## config.mk

```make
export PLATFORM = sky130hd
export DESIGN_NAME = page_frame_replacement_top
export DESIGN_NICKNAME = d
export VERILOG_FILES = /design/src/rtl/pfr_pkg.sv /design/src/rtl/page_frame_replacement_top.sv /design/src/rtl/pfr_table.sv /design/src/rtl/pfr_seq.sv
export SDC_FILE = /design/constraint.sdc
export NUM_CORES = 2
export LEC_CHECK = 0
export BUFFER_PORTS_ARGS = -buffer_cell sky130_fd_sc_hd__buf_2
export CORE_ASPECT_RATIO = 2
export CORE_MARGIN = 3
export CORE_UTILIZATION = 30
export CTS_BUF_LIST = sky130_fd_sc_hd__clkbuf_16
export DETAILED_ROUTE_END_ITERATION = 16
export PLACE_DENSITY = 0.4
export SLEW_MARGIN = 10
export SYNTH_ARGS = -nofsm -noshare
export SYNTH_HDL_FRONTEND = slang
export SYNTH_SLANG_ARGS = --single-unit
```

## constraint.sdc

```tcl
create_clock -name i_clk -period 20.5 [get_ports i_clk]
set_input_delay 5.125 -clock i_clk [delete_from_list [all_inputs] [get_ports i_clk]]
set_output_delay 5.125 -clock i_clk [all_outputs]
set_load 0.01 [all_outputs]
```

## src/rtl/pfr_pkg.sv

```systemverilog
package pfr_pkg;

    localparam int FRAME_IDX_W = 5;
    localparam int PAGE_W      = 16;
    localparam int PROC_W      = 8;
    localparam int TIME_W      = 32;
    localparam int FIU_W       = 6;
    localparam int CFG_IDX_W   = 1;

    // Configuration register indexes.
    localparam logic [CFG_IDX_W-1:0] CFG_POLICY_MODE   = 1'b0;
    localparam logic [CFG_IDX_W-1:0] CFG_FRAMES_IN_USE = 1'b1;

    // Replacement policy codes.
    localparam logic POL_FIFO = 1'b0;
    localparam logic POL_LRU  = 1'b1;

    localparam logic [FIU_W-1:0] FIU_RESET = 6'd32;

    typedef enum logic [1:0] {
        ST_IDLE,
        ST_SCAN,
        ST_LAST,
        ST_WRITE
    } t_state;

    // Table command: read strobe and write enables.
    typedef struct packed {
        logic rd_en;
        logic key_we;
        logic last_we;
        logic set_valid;
    } t_tbl_cmd;

    typedef struct packed {
        logic [FRAME_IDX_W-1:0] frame_index;
        logic                   page_fault;
        logic                   evicted_valid;
        logic [PAGE_W-1:0]      evicted_page;
        logic [PROC_W-1:0]      evicted_process;
        logic [TIME_W-1:0]      evicted_residency;
    } t_result;

endpackage

```

## src/rtl/page_frame_replacement_top.sv

```systemverilog
// Page frame table with FIFO or LRU replacement.
//
// Input channel: i_in_valid / o_in_stall carry one reference (page, process,
// time). A transfer happens at a rising edge with valid high and stall low.
// Output channel: o_out_valid / i_out_stall carry one result per reference:
// the frame now holding the page, the fault flag and any eviction details.
//
// Each reference scans the active frames one per cycle through the single
// read port of the frame table, highest index first, while one compare unit
// looks for a hit, a free frame and the replacement victim at once. The result
// then goes from the write-back step into the output register, and a new
// reference is taken only once the previous one has left that step.
// o_in_stall is high while a reference is in work.
//
// The output register holds a finished result while the receiver stalls. The next
// reference is still taken and scanned; only its write-back waits for that register.
//
// Reset clears all frame valid bits at once (no clearing pass), selects FIFO
// and sets the frame count to 32. Configuration writes go through i_cfg_we,
// i_cfg_index and i_cfg_data. The user makes them only while the block is idle, unchecked by it.
module page_frame_replacement_top
    import pfr_pkg::*;
#(
    parameter int NUM_FRAMES = 32,
    parameter int PAGE_BITS  = 16
) (
    input  logic                   i_clk,
    input  logic                   i_rst_n,
    input  logic                   i_cfg_we,
    input  logic [CFG_IDX_W-1:0]   i_cfg_index,
    input  logic [FIU_W-1:0]       i_cfg_data,
    input  logic                   i_in_valid,
    output logic                   o_in_stall,
    input  logic [PAGE_W-1:0]      i_page_number,
    input  logic [PROC_W-1:0]      i_process_ident,
    input  logic [TIME_W-1:0]      i_access_time,
    output logic                   o_out_valid,
    input  logic                   i_out_stall,
    output logic [FRAME_IDX_W-1:0] o_frame_index,
    output logic                   o_page_fault,
    output logic                   o_evicted_valid,
    output logic [PAGE_W-1:0]      o_evicted_page,
    output logic [PROC_W-1:0]      o_evicted_process,
    output logic [TIME_W-1:0]      o_evicted_residency
);

    localparam int IW = (NUM_FRAMES > 1) ? $clog2(NUM_FRAMES) : 1;
    // Stored page width: the page port is 16 bits, PAGE_BITS may narrow it.
    localparam int PW = (PAGE_BITS < PAGE_W) ? PAGE_BITS : PAGE_W;

    logic              r_policy;
    logic [FIU_W-1:0]  r_frames;
    logic [IW-1:0]     last_idx;
    logic              in_xfer;
    logic              busy;
    t_tbl_cmd          tbl_cmd;
    logic [IW-1:0]     rd_addr;
    logic [IW-1:0]     wr_addr;
    logic [PW-1:0]     wr_page;
    logic [PROC_W-1:0] wr_owner;
    logic [TIME_W-1:0] wr_time;
    logic              rd_valid;
    logic [PW-1:0]     rd_page;
    logic [PROC_W-1:0] rd_owner;
    logic [TIME_W-1:0] rd_load;
    logic [TIME_W-1:0] rd_last;
    logic              res_valid;
    logic              res_ready;
    t_result           res;
    logic              r_out_valid;
    t_result           r_out;

    // Configuration registers.
    always_ff @(posedge i_clk) begin
        if (!i_rst_n) begin
            r_policy <= POL_FIFO;
            r_frames <= FIU_RESET;
        end else if (i_cfg_we) begin
            case (i_cfg_index)
                CFG_POLICY_MODE:   r_policy <= i_cfg_data[0];
                CFG_FRAMES_IN_USE: r_frames <= i_cfg_data;
                default: begin
                end
            endcase
        end
    end

    // Highest active frame index: a count of zero acts as one, and a count
    // above the table size is clipped to the table size.
    always_comb begin
        if (r_frames == '0) begin
            last_idx = '0;
        end else if (32'(r_frames) > 32'(NUM_FRAMES)) begin
            last_idx = IW'(NUM_FRAMES - 1);
        end else begin
            last_idx = IW'(r_frames - 1'b1);
        end
    end

    assign o_in_stall = busy;
    assign in_xfer    = i_in_valid && !busy;

    pfr_seq #(
        .IW (IW),
        .PW (PW)
    ) u_seq (
        .i_clk       (i_clk),
        .i_rst_n     (i_rst_n),
        .i_start     (in_xfer),
        .i_page      (i_page_number[PW-1:0]),
        .i_proc      (i_process_ident),
        .i_now       (i_access_time),
        .i_policy    (r_policy),
        .i_last_idx  (last_idx),
        .o_busy      (busy),
        .o_cmd       (tbl_cmd),
        .o_rd_addr   (rd_addr),
        .o_wr_addr   (wr_addr),
        .o_wr_page   (wr_page),
        .o_wr_owner  (wr_owner),
        .o_wr_time   (wr_time),
        .i_rd_valid  (rd_valid),
        .i_rd_page   (rd_page),
        .i_rd_owner  (rd_owner),
        .i_rd_load   (rd_load),
        .i_rd_last   (rd_last),
        .o_res_valid (res_valid),
        .i_res_ready (res_ready),
        .o_res       (res)
    );

    pfr_table #(
        .NUM_FRAMES (NUM_FRAMES),
        .IW         (IW),
        .PW         (PW)
    ) u_table (
        .i_clk      (i_clk),
        .i_rst_n    (i_rst_n),
        .i_cmd      (tbl_cmd),
        .i_rd_addr  (rd_addr),
        .i_wr_addr  (wr_addr),
        .i_wr_page  (wr_page),
        .i_wr_owner (wr_owner),
        .i_wr_time  (wr_time),
        .o_rd_valid (rd_valid),
        .o_rd_page  (rd_page),
        .o_rd_owner (rd_owner),
        .o_rd_load  (rd_load),
        .o_rd_last  (rd_last)
    );

    // Output register: loads when empty or when its result is transferred
    // in the same cycle.
    assign res_ready = !r_out_valid || !i_out_stall;

    always_ff @(posedge i_clk) begin
        if (!i_rst_n) begin
            r_out_valid <= 1'b0;
        end else if (res_ready) begin
            r_out_valid <= res_valid;
        end
    end

    always_ff @(posedge i_clk) begin
        if (res_ready && res_valid) begin
            r_out <= res;
        end
    end

    assign o_out_valid         = r_out_valid;
    assign o_frame_index       = r_out.frame_index;
    assign o_page_fault        = r_out.page_fault;
    assign o_evicted_valid     = r_out.evicted_valid;
    assign o_evicted_page      = r_out.evicted_page;
    assign o_evicted_process   = r_out.evicted_process;
    assign o_evicted_residency = r_out.evicted_residency;

`ifndef NO_ASSERTIONS
    // A transfer starts a scan, so the input side must stall next cycle.
    a_busy_after_xfer: assert property (@(posedge i_clk) disable iff (!i_rst_n)
        in_xfer |=> o_in_stall)
        else $error("input not stalled after a transfer");

    // A hit never reports an eviction.
    a_hit_no_evict: assert property (@(posedge i_clk) disable iff (!i_rst_n)
        (o_out_valid && !o_page_fault) |-> !o_evicted_valid)
        else $error("eviction reported on a hit");

    // A result is only handed over from the write-back step while busy.
    a_res_when_busy: assert property (@(posedge i_clk) disable iff (!i_rst_n)
        res_valid |-> busy)
        else $error("result produced while idle");
`endif

endmodule

```

## src/rtl/pfr_table.sv

```systemverilog
module pfr_table
    import pfr_pkg::*;
#(
    parameter int NUM_FRAMES = 32,
    parameter int IW         = 5,
    parameter int PW         = 16
) (
    input  logic              i_clk,
    input  logic              i_rst_n,
    input  t_tbl_cmd          i_cmd,
    input  logic [IW-1:0]     i_rd_addr,
    input  logic [IW-1:0]     i_wr_addr,
    input  logic [PW-1:0]     i_wr_page,
    input  logic [PROC_W-1:0] i_wr_owner,
    input  logic [TIME_W-1:0] i_wr_time,
    output logic              o_rd_valid,
    output logic [PW-1:0]     o_rd_page,
    output logic [PROC_W-1:0] o_rd_owner,
    output logic [TIME_W-1:0] o_rd_load,
    output logic [TIME_W-1:0] o_rd_last
);

    logic [NUM_FRAMES-1:0] r_valid;
    logic [PW-1:0]         r_mem_page  [NUM_FRAMES];
    logic [PROC_W-1:0]     r_mem_owner [NUM_FRAMES];
    logic [TIME_W-1:0]     r_mem_load  [NUM_FRAMES];
    logic [TIME_W-1:0]     r_mem_last  [NUM_FRAMES];
    logic                  r_rd_valid;
    logic [PW-1:0]         r_rd_page;
    logic [PROC_W-1:0]     r_rd_owner;
    logic [TIME_W-1:0]     r_rd_load;
    logic [TIME_W-1:0]     r_rd_last;

    // Valid bits are the only per-frame state cleared by reset.
    always_ff @(posedge i_clk) begin
        if (!i_rst_n) begin
            r_valid <= '0;
        end else if (i_cmd.set_valid) begin
            r_valid[i_wr_addr] <= 1'b1;
        end
    end

    always_ff @(posedge i_clk) begin
        if (i_cmd.key_we) begin
            r_mem_page[i_wr_addr]  <= i_wr_page;
            r_mem_owner[i_wr_addr] <= i_wr_owner;
            r_mem_load[i_wr_addr]  <= i_wr_time;
        end
        if (i_cmd.last_we) begin
            r_mem_last[i_wr_addr] <= i_wr_time;
        end
        if (i_cmd.rd_en) begin
            r_rd_valid <= r_valid[i_rd_addr];
            r_rd_page  <= r_mem_page[i_rd_addr];
            r_rd_owner <= r_mem_owner[i_rd_addr];
            r_rd_load  <= r_mem_load[i_rd_addr];
            r_rd_last  <= r_mem_last[i_rd_addr];
        end
    end

    assign o_rd_valid = r_rd_valid;
    assign o_rd_page  = r_rd_page;
    assign o_rd_owner = r_rd_owner;
    assign o_rd_load  = r_rd_load;
    assign o_rd_last  = r_rd_last;

endmodule

```

## src/rtl/pfr_seq.sv

```systemverilog
module pfr_seq
    import pfr_pkg::*;
#(
    parameter int IW = 5,
    parameter int PW = 16
) (
    input  logic              i_clk,
    input  logic              i_rst_n,
    input  logic              i_start,
    input  logic [PW-1:0]     i_page,
    input  logic [PROC_W-1:0] i_proc,
    input  logic [TIME_W-1:0] i_now,
    input  logic              i_policy,
    input  logic [IW-1:0]     i_last_idx,
    output logic              o_busy,
    output t_tbl_cmd          o_cmd,
    output logic [IW-1:0]     o_rd_addr,
    output logic [IW-1:0]     o_wr_addr,
    output logic [PW-1:0]     o_wr_page,
    output logic [PROC_W-1:0] o_wr_owner,
    output logic [TIME_W-1:0] o_wr_time,
    input  logic              i_rd_valid,
    input  logic [PW-1:0]     i_rd_page,
    input  logic [PROC_W-1:0] i_rd_owner,
    input  logic [TIME_W-1:0] i_rd_load,
    input  logic [TIME_W-1:0] i_rd_last,
    output logic              o_res_valid,
    input  logic              i_res_ready,
    output t_result           o_res
);

    t_state            r_state, n_state;
    logic              r_rd_vld, n_rd_vld;
    logic [IW-1:0]     r_addr, n_addr;
    logic [IW-1:0]     r_rd_idx, n_rd_idx;
    logic [PW-1:0]     r_page, n_page;
    logic [PROC_W-1:0] r_proc, n_proc;
    logic [TIME_W-1:0] r_now, n_now;
    logic              r_hit, n_hit;
    logic [IW-1:0]     r_hit_idx, n_hit_idx;
    logic              r_free, n_free;
    logic [IW-1:0]     r_free_idx, n_free_idx;
    logic              r_first, n_first;
    logic [TIME_W-1:0] r_best, n_best;
    logic [IW-1:0]     r_best_idx, n_best_idx;
    logic [PW-1:0]     r_vic_page, n_vic_page;
    logic [PROC_W-1:0] r_vic_proc, n_vic_proc;
    logic [TIME_W-1:0] r_vic_load, n_vic_load;
    logic [TIME_W-1:0] cand_time;

    assign cand_time = (i_policy == POL_LRU) ? i_rd_last : i_rd_load;

    always_comb begin
        n_state    = r_state;
        n_rd_vld   = 1'b0;
        n_addr     = r_addr;
        n_rd_idx   = r_rd_idx;
        n_page     = r_page;
        n_proc     = r_proc;
        n_now      = r_now;
        n_hit      = r_hit;
        n_hit_idx  = r_hit_idx;
        n_free     = r_free;
        n_free_idx = r_free_idx;
        n_first    = r_first;
        n_best     = r_best;
        n_best_idx = r_best_idx;
        n_vic_page = r_vic_page;
        n_vic_proc = r_vic_proc;
        n_vic_load = r_vic_load;
        o_cmd      = '0;
        o_wr_addr  = r_hit_idx;
        o_wr_page  = r_page;
        o_wr_owner = r_proc;
        o_wr_time  = r_now;
        o_res      = '0;
        o_res_valid = 1'b0;

        // Compare unit: one frame's read data per cycle, highest index first.
        if (r_rd_vld) begin
            if (!r_hit && i_rd_valid && i_rd_page == r_page && i_rd_owner == r_proc) begin
                n_hit     = 1'b1;
                n_hit_idx = r_rd_idx;
            end
            if (!r_free && !i_rd_valid) begin
                n_free     = 1'b1;
                n_free_idx = r_rd_idx;
            end
            // Strictly smaller only, so ties keep the higher index seen earlier.
            if (r_first || cand_time < r_best) begin
                n_first    = 1'b0;
                n_best     = cand_time;
                n_best_idx = r_rd_idx;
                n_vic_page = i_rd_page;
                n_vic_proc = i_rd_owner;
                n_vic_load = i_rd_load;
            end
        end

        case (r_state)
            ST_IDLE: begin
                if (i_start) begin
                    n_page  = i_page;
                    n_proc  = i_proc;
                    n_now   = i_now;
                    n_addr  = i_last_idx;
                    n_hit   = 1'b0;
                    n_free  = 1'b0;
                    n_first = 1'b1;
                    n_state = ST_SCAN;
                end
            end
            ST_SCAN: begin
                o_cmd.rd_en = 1'b1;
                n_rd_vld    = 1'b1;
                n_rd_idx    = r_addr;
                if (r_addr == '0) begin
                    n_state = ST_LAST;
                end else begin
                    n_addr = r_addr - 1'b1;
                end
            end
            ST_LAST: begin
                n_state = ST_WRITE;
            end
            ST_WRITE: begin
                o_res_valid = 1'b1;
                if (r_hit) begin
                    o_res.frame_index = FRAME_IDX_W'(r_hit_idx);
                    o_wr_addr         = r_hit_idx;
                    o_cmd.last_we     = i_res_ready && (i_policy == POL_LRU);
                end else if (r_free) begin
                    o_res.frame_index = FRAME_IDX_W'(r_free_idx);
                    o_res.page_fault  = 1'b1;
                    o_wr_addr         = r_free_idx;
                    o_cmd.key_we      = i_res_ready;
                    o_cmd.last_we     = i_res_ready;
                    o_cmd.set_valid   = i_res_ready;
                end else begin
                    o_res.frame_index       = FRAME_IDX_W'(r_best_idx);
                    o_res.page_fault        = 1'b1;
                    o_res.evicted_valid     = 1'b1;
                    o_res.evicted_page      = PAGE_W'(r_vic_page);
                    o_res.evicted_process   = r_vic_proc;
                    o_res.evicted_residency = r_now - r_vic_load;
                    o_wr_addr               = r_best_idx;
                    o_cmd.key_we            = i_res_ready;
                    o_cmd.last_we           = i_res_ready;
                    o_cmd.set_valid         = i_res_ready;
                end
                if (i_res_ready) begin
                    n_state = ST_IDLE;
                end
            end
            default: begin
                n_state = ST_IDLE;
            end
        endcase
    end

    always_ff @(posedge i_clk) begin
        if (!i_rst_n) begin
            r_state  <= ST_IDLE;
            r_rd_vld <= 1'b0;
        end else begin
            r_state  <= n_state;
            r_rd_vld <= n_rd_vld;
        end
    end

    always_ff @(posedge i_clk) begin
        r_addr     <= n_addr;
        r_rd_idx   <= n_rd_idx;
        r_page     <= n_page;
        r_proc     <= n_proc;
        r_now      <= n_now;
        r_hit      <= n_hit;
        r_hit_idx  <= n_hit_idx;
        r_free     <= n_free;
        r_free_idx <= n_free_idx;
        r_first    <= n_first;
        r_best     <= n_best;
        r_best_idx <= n_best_idx;
        r_vic_page <= n_vic_page;
        r_vic_proc <= n_vic_proc;
        r_vic_load <= n_vic_load;
    end

    assign o_busy    = (r_state != ST_IDLE);
    assign o_rd_addr = r_addr;

endmodule

```

==> impl_metrics.prom <==
# TYPE chip_impl_metric gauge
chip_impl_info{name="run_status",value="complete, no violations"} 1
chip_impl_metric{name="layout-drive-gt1-share",unit="%"} 32.1
chip_impl_metric{name="floorplan.die_area",unit="µm²"} 416000
chip_impl_metric{name="pins_over_slew_limit",unit=""} 0
chip_impl_metric{name="post-cts-setup-buffer-count",unit=""} 0
chip_impl_metric{name="fp-row-count",unit=""} 331
chip_impl_info{name="main_synth_ff_type",value="edfxtp_1"} 1
chip_impl_metric{name="standby_leakage_power",unit="µW"} 0.0441
chip_impl_metric{name="nets",unit=""} 5730
chip_impl_info{name="crit_path_end_kind",value="flop"} 1
chip_impl_metric{name="clk_pin_slew",unit="ns"} 0.06
chip_impl_metric{name="via_count_of_the_first_global_routing_pass",unit=""} 60200
chip_impl_metric{name="number_of_endpoints_failing_setup_at_the_final_stage",unit=""} 0
chip_impl_metric{name="dp.cells",unit=""} 10600
chip_impl_info{name="crit_type",value="primary input to flop"} 1
chip_impl_metric{name="final_cell_count_no_fill",unit=""} 11200
chip_impl_metric{name="proportion_of_synthesized_chip_area_in_sequential_cells",unit="%"} 77.7
chip_impl_metric{name="grt-ovfl-total",unit=""} 0
chip_impl_metric{name="numCtsBuffers",unit=""} 311
chip_impl_metric{name="finalWorstSetupSlack",unit="ns"} 12.48
chip_impl_metric{name="coreArea",unit="µm²"} 406000
chip_impl_metric{name="synth.lib_cells_used.distinct",unit=""} 61
chip_impl_metric{name="synth_area",unit="µm²"} 122000
chip_impl_metric{name="portBuffers",unit=""} 132
chip_impl_info{name="hold_class",value="flop to flop"} 1
chip_impl_metric{name="grt_pass1_wl",unit="µm"} 517000
chip_impl_metric{name="place.detailed.hpwl",unit="µm"} 239000
chip_impl_metric{name="viasPerCell",unit=""} 4.95
chip_impl_info{name="root_buffer",value="clkbuf_16"} 1
chip_impl_metric{name="cts_sinks",unit=""} 3183
chip_impl_metric{name="critical_path_required",unit="ns"} 20.99
chip_impl_metric{name="worst-endpoint-arrival",unit="ns"} 8.51
chip_impl_metric{name="wirelength",unit="µm"} 376000
chip_impl_metric{name="fin_setup_tns",unit="ns"} 0
chip_impl_metric{name="fin_area",unit="µm²"} 141000
chip_impl_metric{name="hold-worst-slack",unit="ns"} 0.455
chip_impl_info{name="maxUsedRoutingLayer",value="met5"} 1
chip_impl_metric{name="clk_path_buf_depth",unit=""} 4
chip_impl_metric{name="route.detailed.drc",unit=""} 0
chip_impl_metric{name="synth_cells",unit=""} 5177
chip_impl_info{name="timing.hold.worst.start",value="u_table.o_rd_load[30]"} 1
chip_impl_metric{name="gp_routability_congestion",unit=""} 0.777
chip_impl_metric{name="detailedRoute.firstIterationViolations",unit=""} 3990
chip_impl_metric{name="asyncSetResetFlopFracSynth",unit="%"} 0
chip_impl_metric{name="cap_viol_max_count",unit=""} 0
chip_impl_metric{name="globalRouteTotalUtil",unit="%"} 17.9
chip_impl_metric{name="route.vias.total",unit=""} 55200
chip_impl_metric{name="detail-route-antenna-nets",unit=""} 0
chip_impl_metric{name="postSynthAreaPerCell",unit="µm²"} 23.6
chip_impl_metric{name="pwr_density_cell",unit="nW/µm²"} 136
chip_impl_info{name="critical_path.startpoint",value="i_out_stall"} 1
chip_impl_metric{name="wl_met1",unit="µm"} 139000
chip_impl_info{name="grt_setup_unrepaired",value="no"} 1
chip_impl_metric{name="place_ws",unit="ns"} 11.49
chip_impl_metric{name="detailroute.wirelength.met3",unit="µm"} 11100
chip_impl_metric{name="slew-limit-headroom",unit="%"} 17.4
chip_impl_info{name="cts_tree",value="done"} 1
chip_impl_metric{name="period_minus_slack",unit="ns"} 8.02
chip_impl_metric{name="ys.warnings.count",unit=""} 0
chip_impl_metric{name="cts_resized",unit=""} 0
chip_impl_metric{name="cts_htree_levels",unit=""} 5
chip_impl_metric{name="vdd_ir_drop_max",unit="mV"} 0.114
chip_impl_metric{name="met2_length",unit="µm"} 217000
chip_impl_metric{name="number_of_synthesized_flops_with_an_enable_pin",unit=""} 3137
chip_impl_metric{name="detail_route.first_pass.iterations",unit=""} 5
chip_impl_metric{name="worst_pin_slew",unit="ns"} 1.24
chip_impl_metric{name="worstSkewPairLatency",unit="ns"} 0.93
chip_impl_metric{name="grt_max_degree",unit=""} 121
chip_impl_metric{name="hold_viol",unit=""} 0
chip_impl_metric{name="crit_fanout",unit=""} 64
chip_impl_info{name="startpoint_type",value="primary input"} 1
chip_impl_metric{name="syn2layout_area_growth",unit="%"} 15.1
chip_impl_metric{name="initial_utilization",unit="%"} 30.1
chip_impl_metric{name="wl_per_cell",unit="µm"} 33.7
chip_impl_metric{name="ys_ff_latch",unit=""} 3183
chip_impl_metric{name="placed_area",unit="µm²"} 131000
chip_impl_metric{name="antenna_found_initial",unit=""} 33
chip_impl_metric{name="floorplan.die.width",unit="µm"} 458
chip_impl_metric{name="synth.net_count",unit=""} 5316
chip_impl_metric{name="floorplan.die.height",unit="µm"} 909
chip_impl_metric{name="fmaxAchievable",unit="MHz"} 125
chip_impl_info{name="timing.rr.start",value="u_seq.o_rd_addr[0]"} 1
chip_impl_metric{name="num_io_pins",unit=""} 133
chip_impl_metric{name="holdBufCountCts",unit=""} 0
chip_impl_metric{name="fin_worst_skew",unit="ns"} 0.0670
chip_impl_metric{name="period_share",unit="%"} 39.1
## cell usage after synthesis (all sizes together) (7+ instances only)
master / count / share of area, %
a211oi: 8 / 0.049
a21boi: 9 / 0.055
a21o: 26 / 0.16
a21oi: 48 / 0.20
and2: 31 / 0.16
buf: 107 / 0.54
clkbuf: 140 / 0.43
dfxtp: 46 / 0.75
edfxtp: 3137 / 77
ha: 70 / 0.72
inv: 85 / 0.26
mux2: 121 / 1.1
mux2i: 10 / 0.082
mux4: 890 / 16
nand2: 50 / 0.15
nand2b: 7 / 0.036
nand3: 27 / 0.11
nand4: 17 / 0.087
nor2: 128 / 0.39
nor2b: 8 / 0.041
nor3: 13 / 0.053
nor3b: 7 / 0.043
o21a: 38 / 0.23
o21ai: 25 / 0.10
or3: 7 / 0.036
xnor2: 22 / 0.16
xor2: 27 / 0.19
## placed cells by master, fill, tap and decap left out, drive strengths merged, types with 5 or more instances in the layout
cell type  count
a211oi         8
a21boi         9
a21o          26
a21oi         48
and2          31
and3           6
buf          348
bufinv        31
clkbuf       324
clkinv       111
clkinvlp      14
dfxtp         46
diode         15
edfxtp      3137
ha            70
inv          151
mux2         121
mux2i         10
mux4         890
nand2         50
nand2b         7
nand3         27
nand4         17
nor2         128
nor2b          8
nor3          13
nor3b          7
nor4           6
o211a          6
o211ai         5
o21a          38
o21ai         25
o31ai          5
or3            7
xnor2         22
xor2          27
## critical path, stage by stage
cell and delay (ns):
buf_2 0.14, a21boi_4 0.15, buf_4 0.80, o21ai_0 0.37
nor2_1 0.25, nand2_1 0.49, nor2_4 1.10
## cell type report
cell class	count	area [µm²]
fill	37500	265000
sequential	3183	95100
multi-input combinational	1662	26300
clock buffer	324	8110
tap	5328	6670
timing repair buffer	348	2350
clock inverter	222	1930
inverter	85	322
antenna	15	37.5
## worst paths after layout
| kind | depth (start not counted) | slack, ns | to |
|---|---|---|---|
| worst max register to register | 8 | 14.16 | u_table.o_rd_load[18] |
| worst max-delay path | 7 | 12.48 | u_table.r_mem_last[1][4] |
| worst min register to register | 0 | 0.46 | u_seq.r_vic_load[30] |
| worst min-delay path | 0 | 0.46 | u_seq.r_vic_load[30] |
## kinds of logic (layout without fill, tap and decap cells)
kind of cell	count (synthesis)	after routing	synth area share, %
buffers and inverters	332	979	1.23
and+or+nand+nor	317	317	1.24
DFF	3183	3183	77.7
other	0	15	0
AOI/OAI and AO/OA	202	202	1.12
muxes	1021	1021	17.6
adders and majority gates	73	73	0.748
xor gates and xnor gates	49	49	0.351
## report_power, final
group / total, µW / switching, µW / internal (µW) / leakage (µW)
Clock: 5800 / 2540 / 3260 / 0.00510
Combinational: 5220 / 3100 / 2120 / 0.0104
Sequential: 8100 / 236 / 7860 / 0.0286
Total: 19100 / 5880 / 13200 / 0.0441
## flip-flops by register name, indices dropped and copies added, names as in the netlist, 16 cells and up
signal and count:
u_table.r_mem_last 1024, u_table.r_mem_load 1024, u_table.r_mem_page 512, u_table.r_mem_owner 256, o_evicted_residency 32, u_seq.o_wr_time 32, u_seq.r_best 32, u_seq.r_vic_load 32
u_table.o_rd_last 32, u_table.o_rd_load 32, u_table.r_valid 32, o_evicted_page 16, u_seq.o_wr_page 16, u_seq.r_vic_page 16, u_table.o_rd_page 16
## metal layers
layer	vias up	global-route usage (%)
met3	380	1.87
met2	1077	35.7
met4	4	4.19
li1	22800	-
met5	-	0
met1	30900	20.2
## through the flow
step | utilization, % | total power (µW)
final | 34.7 | 19100
after global routing | 34.6 | 19900
after CTS | 34.6 | 19600
after detailed placement | 32.2 | 13700
after global placement | 32.2 | 13700
after floorplan | - | 11400
No activity file was read; power rests on OpenSTA's default activity.
